===== src/rtl/smsu_pkg.sv =====
package smsu_pkg;

	localparam int NUM_MARKERS = 8;
	localparam int MAX_LEN     = 9;
	localparam int HIST_DEPTH  = 8;
	localparam int LEN_W       = 26;
	localparam int CODE_W      = 4;
	localparam int CHUNK_BYTES = 65536;
	localparam int CHUNK_W     = $clog2(CHUNK_BYTES + 1);
	localparam int ADDR_W      = 3;
	localparam int DATA_W      = 32;

	localparam logic [LEN_W-1:0] SCAN_LENGTH_RESET = LEN_W'(65536);
	localparam logic             REG_SCAN_LENGTH   = 1'b0;

	localparam logic [CODE_W-1:0] MARKER_NONE = 4'd0;
	localparam logic [CODE_W-1:0] MARKER_LAST = 4'd8;

	typedef logic [NUM_MARKERS-1:0]      mask_t;
	typedef logic [NUM_MARKERS-1:0][7:0] byte_row_t;

	localparam logic [7:0] MARKER_TEXT [NUM_MARKERS][MAX_LEN] = '{
		'{"S", "R", "A", "M", "_", "V", "1", "1", "1"},
		'{"S", "R", "A", "M", "_", "V", "1", "1", "2"},
		'{"S", "R", "A", "M", "_", "V", 8'h00, 8'h00, 8'h00},
		'{"S", "R", "A", "M", 8'h00, 8'h00, 8'h00, 8'h00, 8'h00},
		'{"F", "L", "A", "S", "H", "1", "M", 8'h00, 8'h00},
		'{"F", "L", "A", "S", "H", "5", "1", "2", 8'h00},
		'{"F", "L", "A", "S", "H", "_", "V", 8'h00, 8'h00},
		'{"E", "E", "P", "R", "O", "M", "_", "V", 8'h00}
	};

	localparam logic [3:0] MARKER_LEN [NUM_MARKERS] = '{
		4'd9, 4'd9, 4'd6, 4'd5, 4'd7, 4'd8, 4'd7, 4'd8
	};

	// byte that marker k needs at a given age, age 0 being the newest byte
	function automatic logic [7:0] marker_want(input int k, input int age);
		int len;
		len = int'(MARKER_LEN[k]);
		if (age < len)
			return MARKER_TEXT[k][len - 1 - age];
		return 8'h00;
	endfunction

	function automatic logic marker_care(input int k, input int age);
		return age < int'(MARKER_LEN[k]);
	endfunction

	function automatic byte_row_t want_row(input int age);
		byte_row_t row;
		for (int k = 0; k < NUM_MARKERS; k++)
			row[k] = marker_want(k, age);
		return row;
	endfunction

	function automatic mask_t care_row(input int age);
		mask_t row;
		for (int k = 0; k < NUM_MARKERS; k++)
			row[k] = marker_care(k, age);
		return row;
	endfunction

	// lowest set bit wins
	function automatic logic [CODE_W-1:0] first_code(input mask_t seen);
		logic [CODE_W-1:0] code;
		code = MARKER_NONE;
		for (int k = NUM_MARKERS - 1; k >= 0; k--)
			if (seen[k])
				code = CODE_W'(k + 1);
		return code;
	endfunction

endpackage


===== src/rtl/smsu_if.sv =====
interface smsu_in_if;
	import smsu_pkg::*;

	logic       valid;
	logic       ready;
	logic       start_scan;
	logic [7:0] byte_value;
	logic       rd_fail;

	modport source (output valid, start_scan, byte_value, rd_fail, input ready);
	modport sink   (input valid, start_scan, byte_value, rd_fail, output ready);
endinterface

interface smsu_out_if;
	import smsu_pkg::*;

	logic              valid;
	logic              ready;
	logic [CODE_W-1:0] marker_code;

	modport source (output valid, marker_code, input ready);
	modport sink   (input valid, marker_code, output ready);
endinterface


===== src/rtl/smsu_cell.sv =====
module smsu_cell (
	input  logic                clk,
	input  logic                shift_en,
	input  logic [7:0]          byte_in,
	input  smsu_pkg::byte_row_t want_bytes,
	input  smsu_pkg::mask_t     care,
	output logic [7:0]          byte_out,
	output smsu_pkg::mask_t     hit
);
	import smsu_pkg::*;

	logic [7:0] byte_q;

	always_ff @(posedge clk) begin
		if (shift_en) begin
			byte_q <= byte_in;
		end
	end

	assign byte_out = byte_q;

	// a marker no longer than this age does not look at the cell
	always_comb begin
		for (int k = 0; k < NUM_MARKERS; k++)
			hit[k] = !care[k] || (byte_q == want_bytes[k]);
	end
endmodule


===== src/rtl/smsu_match.sv =====
module smsu_match (
	input  smsu_pkg::mask_t          age_hit [0:smsu_pkg::HIST_DEPTH],
	input  logic [smsu_pkg::LEN_W-1:0] taken,
	output smsu_pkg::mask_t          new_hits
);
	import smsu_pkg::*;

	logic long_enough;

	assign long_enough = |taken[LEN_W-1:4];

	always_comb begin
		logic all_hit;
		for (int k = 0; k < NUM_MARKERS; k++) begin
			all_hit = 1'b1;
			for (int a = 0; a <= HIST_DEPTH; a++)
				all_hit = all_hit & age_hit[a][k];
			// the marker must fit in the bytes taken so far and this one
			new_hits[k] = all_hit &&
				(long_enough || (taken[3:0] >= (MARKER_LEN[k] - 4'd1)));
		end
	end
endmodule


===== src/rtl/save_marker_scanner_unit.sv =====
// Save-type marker scanner. Bytes of a span enter on byte_in, one item per
// clock while byte_in is ready, and are shifted through a row of eight
// history cells; every marker is compared against the newest byte and the
// cells in the same cycle. A result (marker_code, 0 for none) sits in the
// output register from the cycle after the byte that ended the scan, and
// byte_in stalls only while that register holds an item that result has not
// taken. A scan starts with start_scan, reports at the first chunk end where
// a marker was seen, at the end of scan_length bytes, or on rd_fail, then
// goes idle. scan_length sits at byte address 0.
module save_marker_scanner_unit (
	input  logic                            clk,
	input  logic                            arst_n,
	smsu_in_if.sink                         byte_in,
	smsu_out_if.source                      result,
	input  logic                            psel,
	input  logic                            penable,
	input  logic                            pwrite,
	input  logic [smsu_pkg::ADDR_W-1:0]     paddr,
	input  logic [smsu_pkg::DATA_W-1:0]     pwdata,
	output logic [smsu_pkg::DATA_W-1:0]     prdata,
	output logic                            pready
);
	import smsu_pkg::*;

	logic [LEN_W-1:0]   scan_length_q;
	logic               active_q;
	logic [LEN_W-1:0]   taken_q;
	mask_t              seen_q;
	logic [CHUNK_W-1:0] chunk_q;
	logic               out_valid_q;
	logic [CODE_W-1:0]  out_code_q;

	logic               take, start, live, step, cfg_wr;
	logic [LEN_W-1:0]   taken_eff, taken_next;
	mask_t              seen_eff, seen_next, new_hits, head_hit;
	logic [CHUNK_W-1:0] chunk_eff, chunk_next;
	logic               span_done, chunk_end;

	logic [7:0] hist [0:HIST_DEPTH];
	mask_t      age_hit [0:HIST_DEPTH];

	// config port
	assign pready = 1'b1;
	assign cfg_wr = psel && penable && pwrite && (paddr[2] == REG_SCAN_LENGTH);
	assign prdata = (paddr[2] == REG_SCAN_LENGTH) ?
		{{(DATA_W - LEN_W){1'b0}}, scan_length_q} : '0;

	assign byte_in.ready = !out_valid_q || result.ready;
	assign take  = byte_in.valid && byte_in.ready;
	assign start = byte_in.start_scan;
	assign live  = start || active_q;
	assign step  = take && live && !byte_in.rd_fail;

	assign taken_eff = start ? '0 : taken_q;
	assign seen_eff  = start ? '0 : seen_q;
	assign chunk_eff = start ? '0 : chunk_q;

	// age 0 is the incoming byte
	assign hist[0] = byte_in.byte_value;
	always_comb begin
		for (int k = 0; k < NUM_MARKERS; k++)
			head_hit[k] = (byte_in.byte_value == marker_want(k, 0));
	end
	assign age_hit[0] = head_hit;

	for (genvar a = 1; a <= HIST_DEPTH; a++) begin : g_cell
		logic [7:0] cell_in;
		// a new scan loads zeros behind the first byte
		if (a == 1) begin : g_head
			assign cell_in = hist[0];
		end else begin : g_body
			assign cell_in = start ? 8'h00 : hist[a-1];
		end
		smsu_cell u_cell (
			.clk        (clk),
			.shift_en   (step),
			.byte_in    (cell_in),
			.want_bytes (want_row(a)),
			.care       (care_row(a)),
			.byte_out   (hist[a]),
			.hit        (age_hit[a])
		);
	end

	smsu_match u_match (
		.age_hit  (age_hit),
		.taken    (taken_eff),
		.new_hits (new_hits)
	);

	assign seen_next  = seen_eff | new_hits;
	assign taken_next = taken_eff + LEN_W'(1);
	assign chunk_next = chunk_eff + CHUNK_W'(1);
	assign span_done  = taken_next >= scan_length_q;
	assign chunk_end  = (chunk_next >= CHUNK_W'(CHUNK_BYTES)) || span_done;

	always_ff @(posedge clk or negedge arst_n) begin
		if (!arst_n) begin
			scan_length_q <= SCAN_LENGTH_RESET;
			active_q      <= 1'b0;
			taken_q       <= '0;
			seen_q        <= '0;
			chunk_q       <= '0;
			out_valid_q   <= 1'b0;
		end else begin
			if (cfg_wr) begin
				scan_length_q <= pwdata[LEN_W-1:0];
			end
			if (result.valid && result.ready) begin
				out_valid_q <= 1'b0;
			end
			if (take && live) begin
				if (byte_in.rd_fail) begin
					active_q    <= 1'b0;
					out_valid_q <= 1'b1;
				end else begin
					active_q <= 1'b1;
					taken_q  <= taken_next;
					if (chunk_end) begin
						chunk_q <= '0;
						seen_q  <= '0;
						if (seen_next != '0 || span_done) begin
							active_q    <= 1'b0;
							out_valid_q <= 1'b1;
						end
					end else begin
						chunk_q <= chunk_next;
						seen_q  <= seen_next;
					end
				end
			end
		end
	end

	always_ff @(posedge clk) begin
		if (take && live) begin
			if (byte_in.rd_fail) begin
				out_code_q <= MARKER_NONE;
			end else if (chunk_end) begin
				out_code_q <= first_code(seen_next);
			end
		end
	end

	assign result.valid       = out_valid_q;
	assign result.marker_code = out_code_q;

	a_report_ends_scan: assert property (@(posedge clk) disable iff (!arst_n)
		$rose(out_valid_q) |-> !active_q)
		else $error("result raised while scan still active");

	a_chunk_in_range: assert property (@(posedge clk) disable iff (!arst_n)
		chunk_q < CHUNK_W'(CHUNK_BYTES))
		else $error("chunk offset reached chunk size");

	a_stall_only_when_full: assert property (@(posedge clk) disable iff (!arst_n)
		!byte_in.ready |-> out_valid_q)
		else $error("byte input stalled with empty output register");

	a_code_in_range: assert property (@(posedge clk) disable iff (!arst_n)
		out_valid_q |-> (out_code_q <= MARKER_LAST))
		else $error("marker code out of range");

	a_idle_holds: assert property (@(posedge clk) disable iff (!arst_n)
		(!active_q && !(take && start)) |=> !active_q)
		else $error("scan became active without start");
endmodule


===== src/flat_wrapper.sv =====
// flat-port wrapper written by rule: the top's interface ports become plain ports
module save_marker_scanner_unit_flat import smsu_pkg::*;
  (clk, arst_n, psel, penable, pwrite, paddr, pwdata, prdata, pready, byte_in_valid, byte_in_start_scan, byte_in_byte_value, byte_in_rd_fail, byte_in_ready, result_valid, result_marker_code, result_ready);
  smsu_in_if byte_in_i ();
  smsu_out_if result_i ();
  input  logic clk;
  input  logic arst_n;
  input  logic psel;
  input  logic penable;
  input  logic pwrite;
  input  logic [smsu_pkg::ADDR_W-1:0] paddr;
  input  logic [smsu_pkg::DATA_W-1:0] pwdata;
  output logic [smsu_pkg::DATA_W-1:0] prdata;
  output logic pready;
  input wire logic [$bits(byte_in_i.valid)-1:0] byte_in_valid;
  input wire logic [$bits(byte_in_i.start_scan)-1:0] byte_in_start_scan;
  input wire logic [$bits(byte_in_i.byte_value)-1:0] byte_in_byte_value;
  input wire logic [$bits(byte_in_i.rd_fail)-1:0] byte_in_rd_fail;
  output wire logic [$bits(byte_in_i.ready)-1:0] byte_in_ready;
  output wire logic [$bits(result_i.valid)-1:0] result_valid;
  output wire logic [$bits(result_i.marker_code)-1:0] result_marker_code;
  input wire logic [$bits(result_i.ready)-1:0] result_ready;
  assign byte_in_i.valid = byte_in_valid;
  assign byte_in_i.start_scan = byte_in_start_scan;
  assign byte_in_i.byte_value = byte_in_byte_value;
  assign byte_in_i.rd_fail = byte_in_rd_fail;
  assign byte_in_ready = byte_in_i.ready;
  assign result_valid = result_i.valid;
  assign result_marker_code = result_i.marker_code;
  assign result_i.ready = result_ready;
  save_marker_scanner_unit u_core (.clk(clk), .arst_n(arst_n), .byte_in(byte_in_i), .result(result_i), .psel(psel), .penable(penable), .pwrite(pwrite), .paddr(paddr), .pwdata(pwdata), .prdata(prdata), .pready(pready));
endmodule

===== config.mk =====
export PLATFORM = sky130hd
export DESIGN_NAME = save_marker_scanner_unit_flat
export DESIGN_NICKNAME = d
export VERILOG_FILES = /design/src/rtl/smsu_pkg.sv /design/src/rtl/smsu_if.sv /design/src/rtl/smsu_cell.sv /design/src/rtl/smsu_match.sv /design/src/rtl/save_marker_scanner_unit.sv /design/src/flat_wrapper.sv
export SDC_FILE = /design/constraint.sdc
export NUM_CORES = 1
export LEC_CHECK = 0
export BUFFER_PORTS_ARGS = -buffer_cell sky130_fd_sc_hd__buf_2
export CAP_MARGIN = 20
export CORE_MARGIN = 4
export CORE_UTILIZATION = 54
export CTS_CLUSTER_SIZE = 14
export DETAILED_ROUTE_END_ITERATION = 12
export PLACE_DENSITY_LB_ADDON = 0.3
export SYNTH_ARGS = -nofsm -noshare
export SYNTH_HDL_FRONTEND = slang
export SYNTH_SLANG_ARGS = --single-unit

===== constraint.sdc =====
create_clock -name clk -period 4.1 [get_ports clk]
set_input_delay 1.025 -clock clk [delete_from_list [all_inputs] [get_ports clk]]
set_output_delay 1.025 -clock clk [all_outputs]
set_load 0.03 [all_outputs]

==> metrics.txt, run 1 <==
CTS root buffer=clkbuf_16; Rel. slew slack=55.42%; Clock Sink Count=147; Critical path origin=byte_in_start_scan; P_leak=4.508 nW; final max-slew violation count=0; Vias/cell=5.925; asr flop ratio synth=53.74%; H-Tree Depth=4; die span in x=132.7 um; CP required=4.23 ns; antenna violations before repair=0; Clk Latency, worst-skew pair=0.43 ns; initial core utilization=55.19%; period utilization=105.4%; CP Cell Sequence=buf_8, buf_6, nor2b_4, ha_4, nand4_1, nor4_4, nor3b_4, xnor2_1, nor2_1, ha_1, buf_4, nand4_1, or3_4, a211o_1, a31oi_4, or4_4, buf_12, nor2_4, nor2_4; GR Overflow Total=0; Final setup viols=26; Cell Int Power=0.003019 W; Sequential Power Share=41.7%; hpwl dp=14,180 um; largest net degree at the start of global routing=80; pwr dens=410.1 mW/mm2; hold depth=2; Max Root-Sink Buffers=2; Die Area=0.01760 mm2; peak fanout along the critical path=9; DR iter-0 viols=608; worst slew pin tran=0.6680 ns; YS warnings=0; Inst Count DP=1,136; Clock Pin Slew Worst Setup and Hold Paths=0.06 ns; Power Total=0.004263 W; number of flops mapped to enable cells by yosys=68; I/O Buffers=75; n_diodes=0; Syn Inst Count=839; post-route ant nets=0; via count=6,991; Fin. Hold Viols=0; Sw Pwr=0.001244 W; final wirelength=20,820 um; CP max stage cell=or3_4; hold path startpoint=u_core.seen_q[6]; routability cong.=0.8752; Synth cell types=69; register area share after synthesis=47.91%; Final WS setup=-0.2206 ns; CP max stage delay=0.35 ns; Clock Power Share=38.3%; number of global-route vias before repair=6,839; CTS buffer count=17; crit start category=primary input; CTS Hold Bufs=0; GRT Total Usage=23.81%; Placement Setup Slack=-0.7191 ns; Die H=132.7 um; Worst Skew=0.01351 ns; status=finished with violations; synthesized area per cell=10.00 um2; floorplan row count=45; RSZ-0062 raised after global routing=yes; final net count=1,061; crit path DAT=4.45 ns; violated checks=setup timing; Logic pwr share=20.0%; Synth-to-Final Area Change=23.89%; CTS tree=yes; Placeable Area=0.01520 mm2; Max Fclk=231.5 MHz; Sw Share=29.18%; first drt pass iteration count=5; reg-to-reg startpoint=u_core.taken_q[3]; DRC viols=0; FF+latch count, synth=147; share of layout cells above drive strength 1=26.81%; flop2flop setup slack=0.07 ns; Post-Syn Area=0.008391 mm2; count of boundary I/O pins=91; commonest register cell after synthesis=dfrtp_1; Crit Path Category=in -> reg; FF-to-FF path depth=17; first-pass GRT wire length=33,930 um; Peak VDD IR=0.3122 mV; routed len/inst=17.64 um; fin cells=1,180; CP Capture Type=register; Final min period=4.321 ns; Max-Cap Viols=0; worst hold path type=reg -> reg
registers in the layout, indices dropped and copies added (netlist names):
name	cells
u_core.result.marker_code	4
u_core.result.valid	1
u_core.active_q	1
u_core.scan_length_q	26
u_core.taken_q	26
u_core.chunk_q	17
u_core.seen_q	8
u_core.g_cell.u_cell.byte_out	64
through the flow:
stage	instance area (um2)	setup TNS [ns]	hold WS (ns)	utilization [%]
2_1_floorplan	8541	-17.51	0.4407	-
3_3_place_gp	9485	-15.99	0.4566	62.40
3_5_place_dp	9485	-18.07	0.4592	62.40
4_1_cts	10240	-2.640	0.4733	67.33
5_1_grt	10400	-7.348	0.5177	68.38
6_report	10400	-4.125	0.4887	68.38
Yosys cell counts, drive strengths merged (4+ instances only):
cell type  number  area [um2]
inv            38       142.6
or4bb           6       67.56
nand3          13       65.06
nor4b          11       96.34
nor3b           5       37.54
dfrtp          78        1952
xor2           12       105.1
nand2b          4       25.02
mux2           26       292.8
nand4          27       168.9
clkbuf         25       93.84
a32o            4       40.04
a21o            8       60.06
nor2           84       317.8
buf            20       125.1
xnor2          12       105.1
and2            7       43.79
or3             5       31.28
nor2b          75       469.2
nand2          86       322.8
and3           12       75.07
and4            5       43.79
a21oi          14       70.07
edfxtp         68        2042
nor3           15       75.07
ha             30       375.4
o21ai          25       125.1
nand4b          4       35.03
or4b            5       50.05
nand3b          4       30.03
a31oi           4       25.02
or4             9       75.07
o31ai          19       147.6
mux2i           9       90.09
nor4           19       118.9
nor4bb          8       80.08
worst max-delay path, delay by kind of cell:
kind	cells	cell delay, ns
adders and majority gates	2	0.47
AOI/OAI and AO/OA	2	0.52
buffers and inverters	4	0.48
and+or+nand+nor	10	1.78
xor gates and xnor gates	1	0.16
power groups by stage:
| stage | Sequential [W] | Clock, W | Combinational (W) |
|---|---|---|---|
| 2_1_floorplan | 0.00180 | 0 | 0.000519 |
| 3_3_place_gp | 0.00180 | 0 | 0.000781 |
| 3_5_place_dp | 0.00181 | 0 | 0.000800 |
| 4_1_cts | 0.00178 | 0.00164 | 0.000826 |
| 5_1_grt | 0.00180 | 0.00171 | 0.000933 |
| 6_report | 0.00178 | 0.00163 | 0.000851 |
path summary, 6_finish.rpt:
kind                                                end
max reg2reg                u_core.result.marker_code[0]
max                        u_core.result.marker_code[0]
max in group asynchronous      u_core.scan_length_q[16]
min in group asynchronous      u_core.scan_length_q[25]
min                                    u_core.seen_q[6]
min reg2reg                            u_core.seen_q[6]
logic make-up (layout without fill, tap and decap cells):
group | after synthesis | after routing | share of synthesized area (%)
AO/OA/AOI/OAI | 105 | 105 | 8.754
XOR/XNOR | 24 | 24 | 2.505
adder cells (fa/ha/maj) | 30 | 30 | 4.474
buffers and inverters | 84 | 231 | 4.354
flip-flops | 147 | 147 | 47.91
multiplexers | 35 | 35 | 4.563
other | 2 | 7 | 0.08951
AND/OR/NAND/NOR | 412 | 413 | 27.35
layout by cell type, fill, tap and decap left out, drive strengths merged, types with 6 or more instances in the layout:
| master | synthesis | layout |
|---|---|---|
| inv | 38 | 42 |
| mux2i | 9 | 9 |
| and2 | 7 | 7 |
| xnor2 | 12 | 12 |
| nand4 | 27 | 27 |
| ha | 30 | 30 |
| a21oi | 14 | 14 |
| and3 | 12 | 12 |
| o31ai | 19 | 19 |
| nor3 | 15 | 15 |
| buf | 20 | 160 |
| mux2 | 26 | 26 |
| clkbuf | 25 | 18 |
| nand3 | 13 | 13 |
| nor2 | 84 | 84 |
| or4bb | 6 | 6 |
| edfxtp | 68 | 68 |
| a21o | 8 | 8 |
| nor2b | 75 | 75 |
| nand2 | 86 | 86 |
| xor2 | 12 | 12 |
| nor4b | 11 | 11 |
| nor4 | 19 | 19 |
| nor4bb | 8 | 8 |
| o21ai | 25 | 25 |
| or4 | 9 | 10 |
| dfrtp | 78 | 78 |
| conb | 2 | 7 |
routing by layer:
layer / track usage [%] / wire length [um] / vias to the layer above
li1: - / - / 3314
met5: 0 / 0 / -
met4: 7.275 / 438 / 0
met3: 5.323 / 1219 / 35
met2: 36.56 / 9556 / 229
met1: 33.99 / 9607 / 3413
final cells by class:
type	count	area [um2]
Tap cell	188	235.2
Clock buffer	18	439.2
Timing Repair Buffer	160	1099
Inverter	39	147.6
Sequential cell	147	4020
Multi-Input combinational cell	614	4278
Fill cell	1134	4807
Clock inverter	14	176.4
what timing repair did:
action	4_1_cts	5_1_grt
endpoints found under the setup margin	28	30
pin swaps	1	6
setup buffers	6	6
cloned	1	0
gates resized for setup	20	18
(Power assumes the default switching activity.)
==> inputs of run 2 (changes only) <==
- BUFFER_PORTS_ARGS: -buffer_cell sky130_fd_sc_hd__buf_2 -> unset
- CORE_UTILIZATION: 54 -> 58
- DONT_BUFFER_PORTS: unset -> 1
==> metrics.txt, run 2 (synthesis results as in run 1) <==
n_diodes=0; CP Capture Type=register; CTS tree=yes; Logic pwr share=18.1%; Sequential Power Share=44.8%; Vias/cell=6.465; violated checks=setup timing; Clock Power Share=37.1%; routability cong.=0.8917; GRT Total Usage=25.56%; Inst Count DP=1,035; Placeable Area=0.01404 mm2; pwr dens=409.7 mW/mm2; peak fanout along the critical path=131; Clock Sink Count=147; first drt pass iteration count=6; Max Fclk=225.6 MHz; max reg flops=64; final max-slew violation count=0; H-Tree Depth=4; count of boundary I/O pins=91; I/O Buffers=0; largest net degree at the start of global routing=132; Clock Pin Slew Worst Setup and Hold Paths=0.06 ns; final instance area=0.009784 mm2; crit-path most repeated cell=a21o_1; Die H=128.3 um; Final min period=4.434 ns; most common cell after layout, fill and taps aside=nand2_1; final wirelength=21,050 um; Max-Cap Viols=0; CTS buffer count=17; CP Cell Sequence=nor2b_4, and4_4, nand4_1, nor4_4, buf_4, nand3_2, xor2_1, nor2_1, ha_2, a21o_1, a21o_1, a2111oi_4, o211ai_1, or4_4, o31ai_4, a32o_1; DR iter-0 viols=708; fin cells=1,074; worst slew pin tran=0.7590 ns; Final setup viols=29; post-route ant nets=0; crit start category=primary input; Fin. Hold Viols=0; worst hold path type=in -> async; final net count=963; crit path DAT=4.79 ns; via count=6,943; Max Root-Sink Buffers=2; FILL cells=999; DP Area=0.008947 mm2; hpwl dp=14,040 um; share of layout cells above drive strength 1=18.79%; Sw Share=29.75%; GR Overflow Total=0; first-pass GRT wire length=33,640 um; Crit Path Category=in -> reg; Die Area=0.01645 mm2; CP max stage delay=0.65 ns; cell family with most CP delay=simple AND/OR/NAND/NOR gates; Peak VDD IR=0.3040 mV; RSZ-0062 raised after global routing=yes; Synth-to-Final Area Change=16.61%; Rel. slew slack=48.69%; die span in x=128.3 um; period utilization=108.1%; most frequent cells in the layout=nand2_1, nor2_1, dfrtp_1, nor2b_1, edfxtp_1; worst path buffer plus inverter count=1; TNS Setup=-6.032 ns; CP max stage cell=or4_4; P_leak=4.038 nW; floorplan row count=43; number of global-route vias before repair=6,890; antenna violations before repair=0; Power Total=0.004008 W; Clk Latency, worst-skew pair=0.43 ns; DRC viols=0; CTS root buffer=clkbuf_16; CP required=4.46 ns; Sw Pwr=0.001193 W; Final WS setup=-0.3335 ns; status=finished with violations; Worst Skew=0.009941 ns; Cell Int Power=0.002816 W; initial core utilization=59.75%; routed len/inst=19.60 um
==> run 2: changes by cell type in the layout (fill, tap and decap cells not counted), sizes merged <==
cell,previous run,this run
clkinv,4,6
clkinvlp,4,3
buf,160,60
bufinv,3,1
inv,42,43
or4,10,12
==> run 2: metal layers <==
metal	global-route usage, %	part of all wire [%]
met5	0	0
met2	39.69	47
met1	34.85	42
met4	10.30	2.7
met3	5.833	8.4
==> run 2: power by group through the flow <==
| stage | Combinational (W) | Sequential (W) | Clock [W] |
|---|---|---|---|
| 2_1_floorplan | 0.000519 | 0.00180 | 0 |
| 3_3_place_gp | 0.000641 | 0.00181 | 0 |
| 3_5_place_dp | 0.000673 | 0.00182 | 0 |
| 4_1_cts | 0.000682 | 0.00179 | 0.00150 |
| 5_1_grt | 0.000796 | 0.00181 | 0.00157 |
| 6_report | 0.000727 | 0.00180 | 0.00149 |
==> run 2: final cells by class <==
type | instances | area, um2 | area share, %
timing repair buffer | 60 | 478.0 | 4.885
sequential | 147 | 4020 | 41.09
inverter | 39 | 150.1 | 1.535
clock inverter | 14 | 128.9 | 1.317
clock buffer | 18 | 429.2 | 4.386
multi-input combinational | 616 | 4353 | 44.49
tap | 180 | 225.2 | 2.302
==> run 2: path summary, 6_finish.rpt <==
| check | depth (start not counted) | to | slack (ns) | start |
|---|---|---|---|---|
| max in group asynchronous | 0 | u_core.scan_length_q[16] | 3.58 | arst_n |
| min in group clk | 1 | u_core.scan_length_q[7] | 0.51 | u_core.scan_length_q[7] |
| setup / recovery | 16 | u_core.chunk_q[10] | -0.33 | byte_in_start_scan |
| hold / removal | 0 | u_core.chunk_q[3] | 0.29 | arst_n |
| setup reg to reg | 16 | u_core.chunk_q[10] | -0.09 | u_core.taken_q[3] |
| hold reg to reg | 1 | u_core.scan_length_q[7] | 0.51 | u_core.scan_length_q[7] |
==> run 2: through the flow <==
step / utilization (%) / hold WS [ns] / setup WS, ns
finish: 69.68 / 0.2863 / -0.3335
floorplan: - / 0.4407 / -0.7518
global route: 69.68 / 0.2725 / -0.3676
detailed placement: 63.72 / 0.4678 / -0.6682
global placement: 63.72 / 0.4581 / -0.5733
CTS: 67.88 / 0.2727 / -0.09719
==> run 2: timing repair <==
item,in CTS,in global routing
resized for setup,3,45
setup endpoints to repair,26,30
gates cloned,1,2
setup buffers,1,3
hold buffers,0,0
pin swaps,1,16
==> run 2: worst reg2reg max path: stages (launching register included) <==
cell and delay (ns):
dfrtp_1 0.36, and3_1 0.19, and4_4 0.24, nand4_1 0.21, nor4_4 0.41, buf_4 0.18, nand3_2 0.09, xor2_1 0.14
nor2_1 0.08, ha_2 0.17, a21o_1 0.18, a21o_1 0.18, a2111oi_4 0.31, o211ai_1 0.30, or4_4 0.65, o31ai_4 0.27
a32o_1 0.16
==> inputs of run 3 (changes only) <==
- ABC_AREA: unset -> 1
==> metrics.txt, run 3 <==
die span in x=130.1 um; Rel. slew slack=54.03%; Vias/cell=5.230; GR Overflow Total=0; Final WS setup=0.3581 ns; FF-to-FF path depth=24; Placement Setup Slack=-0.02253 ns; Final setup viols=0; crit start category=primary input; floorplan row count=44; largest area contributor in the netlist=edfxtp_1; first-pass GRT wire length=28,920 um; GRT Total Usage=21.60%; Die Area=0.01693 mm2; flop2flop setup slack=0.52 ns; period utilization=91.27%; count of boundary I/O pins=91; CTS root buffer=clkbuf_16; H-Tree Depth=4; via count=6,652; largest net degree at the start of global routing=104; post-CTS setup buffers=0; Clk Latency, worst-skew pair=0.43 ns; Clock Power Share=41.5%; Worst Skew=0.01334 ns; number of flops mapped to enable cells by yosys=68; Final min period=3.742 ns; worst hold path type=in -> async; commonest register cell after synthesis=dfrtp_1; post_cts resized=0; final wirelength=17,090 um; post-synth top area share=23.60%; Die H=130.1 um; DR iter-0 viols=601; CP required=4.44 ns; CTS buffer count=17; Placeable Area=0.01459 mm2; most common cell after layout, fill and taps aside=nor2_1; P_leak=4.386 nW; Max Root-Sink Buffers=2; routed len/inst=13.44 um; YS warnings=0; Post-Syn Area=0.008651 mm2; Synth-to-Final Area Change=10.17%; final instance area=0.009530 mm2; worst slew pin tran=0.6875 ns; Syn Inst Count=1,069; Sw Pwr=0.001120 W; Clock Pin Slew Worst Setup and Hold Paths=0.06 ns; Sequential Power Share=43.5%; RSZ-0062 raised after global routing=no; post-route ant nets=0; asr flop ratio synth=53.74%; Peak VDD IR=0.3546 mV; DP Area=0.008880 mm2; status=complete, no violations; Synth cell types=50; Inst Count DP=1,240; Sw Share=27.63%; share of layout cells above drive strength 1=10.85%; synthesized area per cell=8.092 um2; routability cong.=0.8597; hpwl dp=12,390 um; Max Fclk=267.2 MHz; reg-to-reg startpoint=u_core.taken_q[0]; Logic pwr share=15.0%; initial core utilization=59.30%; Clock Sink Count=147; CTS tree=yes; Crit Path Category=in -> reg; Post-synth top cells=nor2_1, inv_1, nand2_1, dfrtp_1, edfxtp_1; fin cells=1,272; DRC viols=0; Fin. Hold Viols=0; Max-Cap Viols=0; final net count=1,157; n_diodes=0; FF+latch count, synth=147; crit path DAT=4.08 ns; top-count cell post-synth=nor2_1; Cell Int Power=0.002934 W; peak fanout along the critical path=103; most frequent cells in the layout=nor2_1, inv_1, nand2_1, dfrtp_1, edfxtp_1; register area share after synthesis=46.47%; I/O Buffers=0; max reg flops=64; CP Capture Type=register; first drt pass iteration count=5; antenna violations before repair=0; Area contributors post-synth=edfxtp_1, dfrtp_1, nor2_1, inv_1, nand2_1; utilization after layout=65.33%; number of global-route vias before repair=6,111; Worst R2R End=u_core.seen_q[3]; final max-slew violation count=0; pwr dens=425.4 mW/mm2; CTS Hold Bufs=0
==> run 3: changes by cell type after synthesis, moves of 13 or more <==
cell / previous run / this run
a21oi_1: 14 / 38
inv_1: 38 / 192
mux2_2: 26 / 0
nand2_1: 86 / 141
nand3_1: 13 / 40
nor2_1: 83 / 233
nor2_4: 0 / 13
nor2b_1: 75 / 0
nor4_1: 19 / 5
o21ai_1: 0 / 13
o22ai_1: 3 / 16
o31ai_1: 18 / 1
==> run 3: metrics by stage <==
step	hold slack [ns]	TNS, ns	power (W)
detailed placement	0.4563	-0.08792	0.002396
CTS	0.2716	0	0.004084
finish	0.2913	0	0.004054
global route	0.2687	0	0.004244
floorplan	0.4365	-3.424	0.002298
global placement	0.4505	0	0.002372
==> run 3: worst max-delay path, stage by stage <==
cell and delay [ns]:
nor2_4 0.12, ha_2 0.21, inv_4 0.06, nor2_8 0.09
nand2_4 0.06, nor3_4 0.20, nand3_2 0.14, nor2_4 0.16
nand4_1 0.11, or2_0 0.22, nand2_1 0.10, inv_1 0.06
ha_1 0.17, nand2_1 0.06, inv_1 0.03, o21ai_0 0.13
nand2_1 0.07, a21oi_1 0.16, nand4_1 0.24, inv_1 0.16
nand3_2 0.12, buf_4 0.21, o21ai_0 0.16
==> run 3: metal layers <==
layer / part of all wire (%) / wire (um) / up-vias / GRT usage, %
li1: - / - / 3389 / -
met1: 47 / 8079 / 3046 / 31.66
met2: 45 / 7698 / 205 / 32.53
met3: 6.8 / 1154 / 12 / 5.076
met4: 0.94 / 161 / 0 / 5.746
met5: 0 / 0 / - / 0
==> run 3: area by class of cell <==
| cell class | count | area [um2] |
|---|---|---|
| Inverter | 195 | 734.5 |
| Multi-Input combinational cell | 694 | 3732 |
| Clock inverter | 14 | 200.2 |
| Timing Repair Buffer | 20 | 162.7 |
| Fill cell | 1170 | 5059 |
| Clock buffer | 18 | 450.4 |
| Tap cell | 184 | 230.2 |
| Sequential cell | 147 | 4020 |
==> run 3: how the worst max path moves through the flow <==
stage	from	endpoint	slack [ns]	depth (start not counted)
4_1_cts	byte_in_start_scan	u_core.seen_q[3]	0.40	23
6_report	byte_in_start_scan	u_core.seen_q[3]	0.36	23
2_1_floorplan	byte_in_start_scan	u_core.result.marker_code[0]	-0.20	27
3_3_place_gp	byte_in_start_scan	u_core.result.marker_code[1]	0.03	22
5_1_grt	byte_in_start_scan	u_core.result.marker_code[2]	0.09	20
3_5_place_dp	byte_in_start_scan	u_core.seen_q[0]	-0.02	22
==> run 3: kinds of logic after synthesis <==
family                   after synthesis  share of synthesized area, %
adder cells (fa/ha/maj)               30                         4.339
XOR/XNOR                              32                         3.327
other                                  2                       0.08681
flip-flops                           147                         46.47
AO/OA/AOI/OAI                        115                         7.651
buffers and inverters                233                         10.95
AND/OR/NAND/NOR                      510                         27.18
==> run 3: power groups by stage <==
stage,logic (W),registers [W],clock network (W)
2_1_floorplan,0.000522,0.00178,0
3_3_place_gp,0.000585,0.00179,0
3_5_place_dp,0.000604,0.00179,0
4_1_cts,0.000612,0.00176,0.00171
5_1_grt,0.000686,0.00178,0.00178
6_report,0.000607,0.00176,0.00168
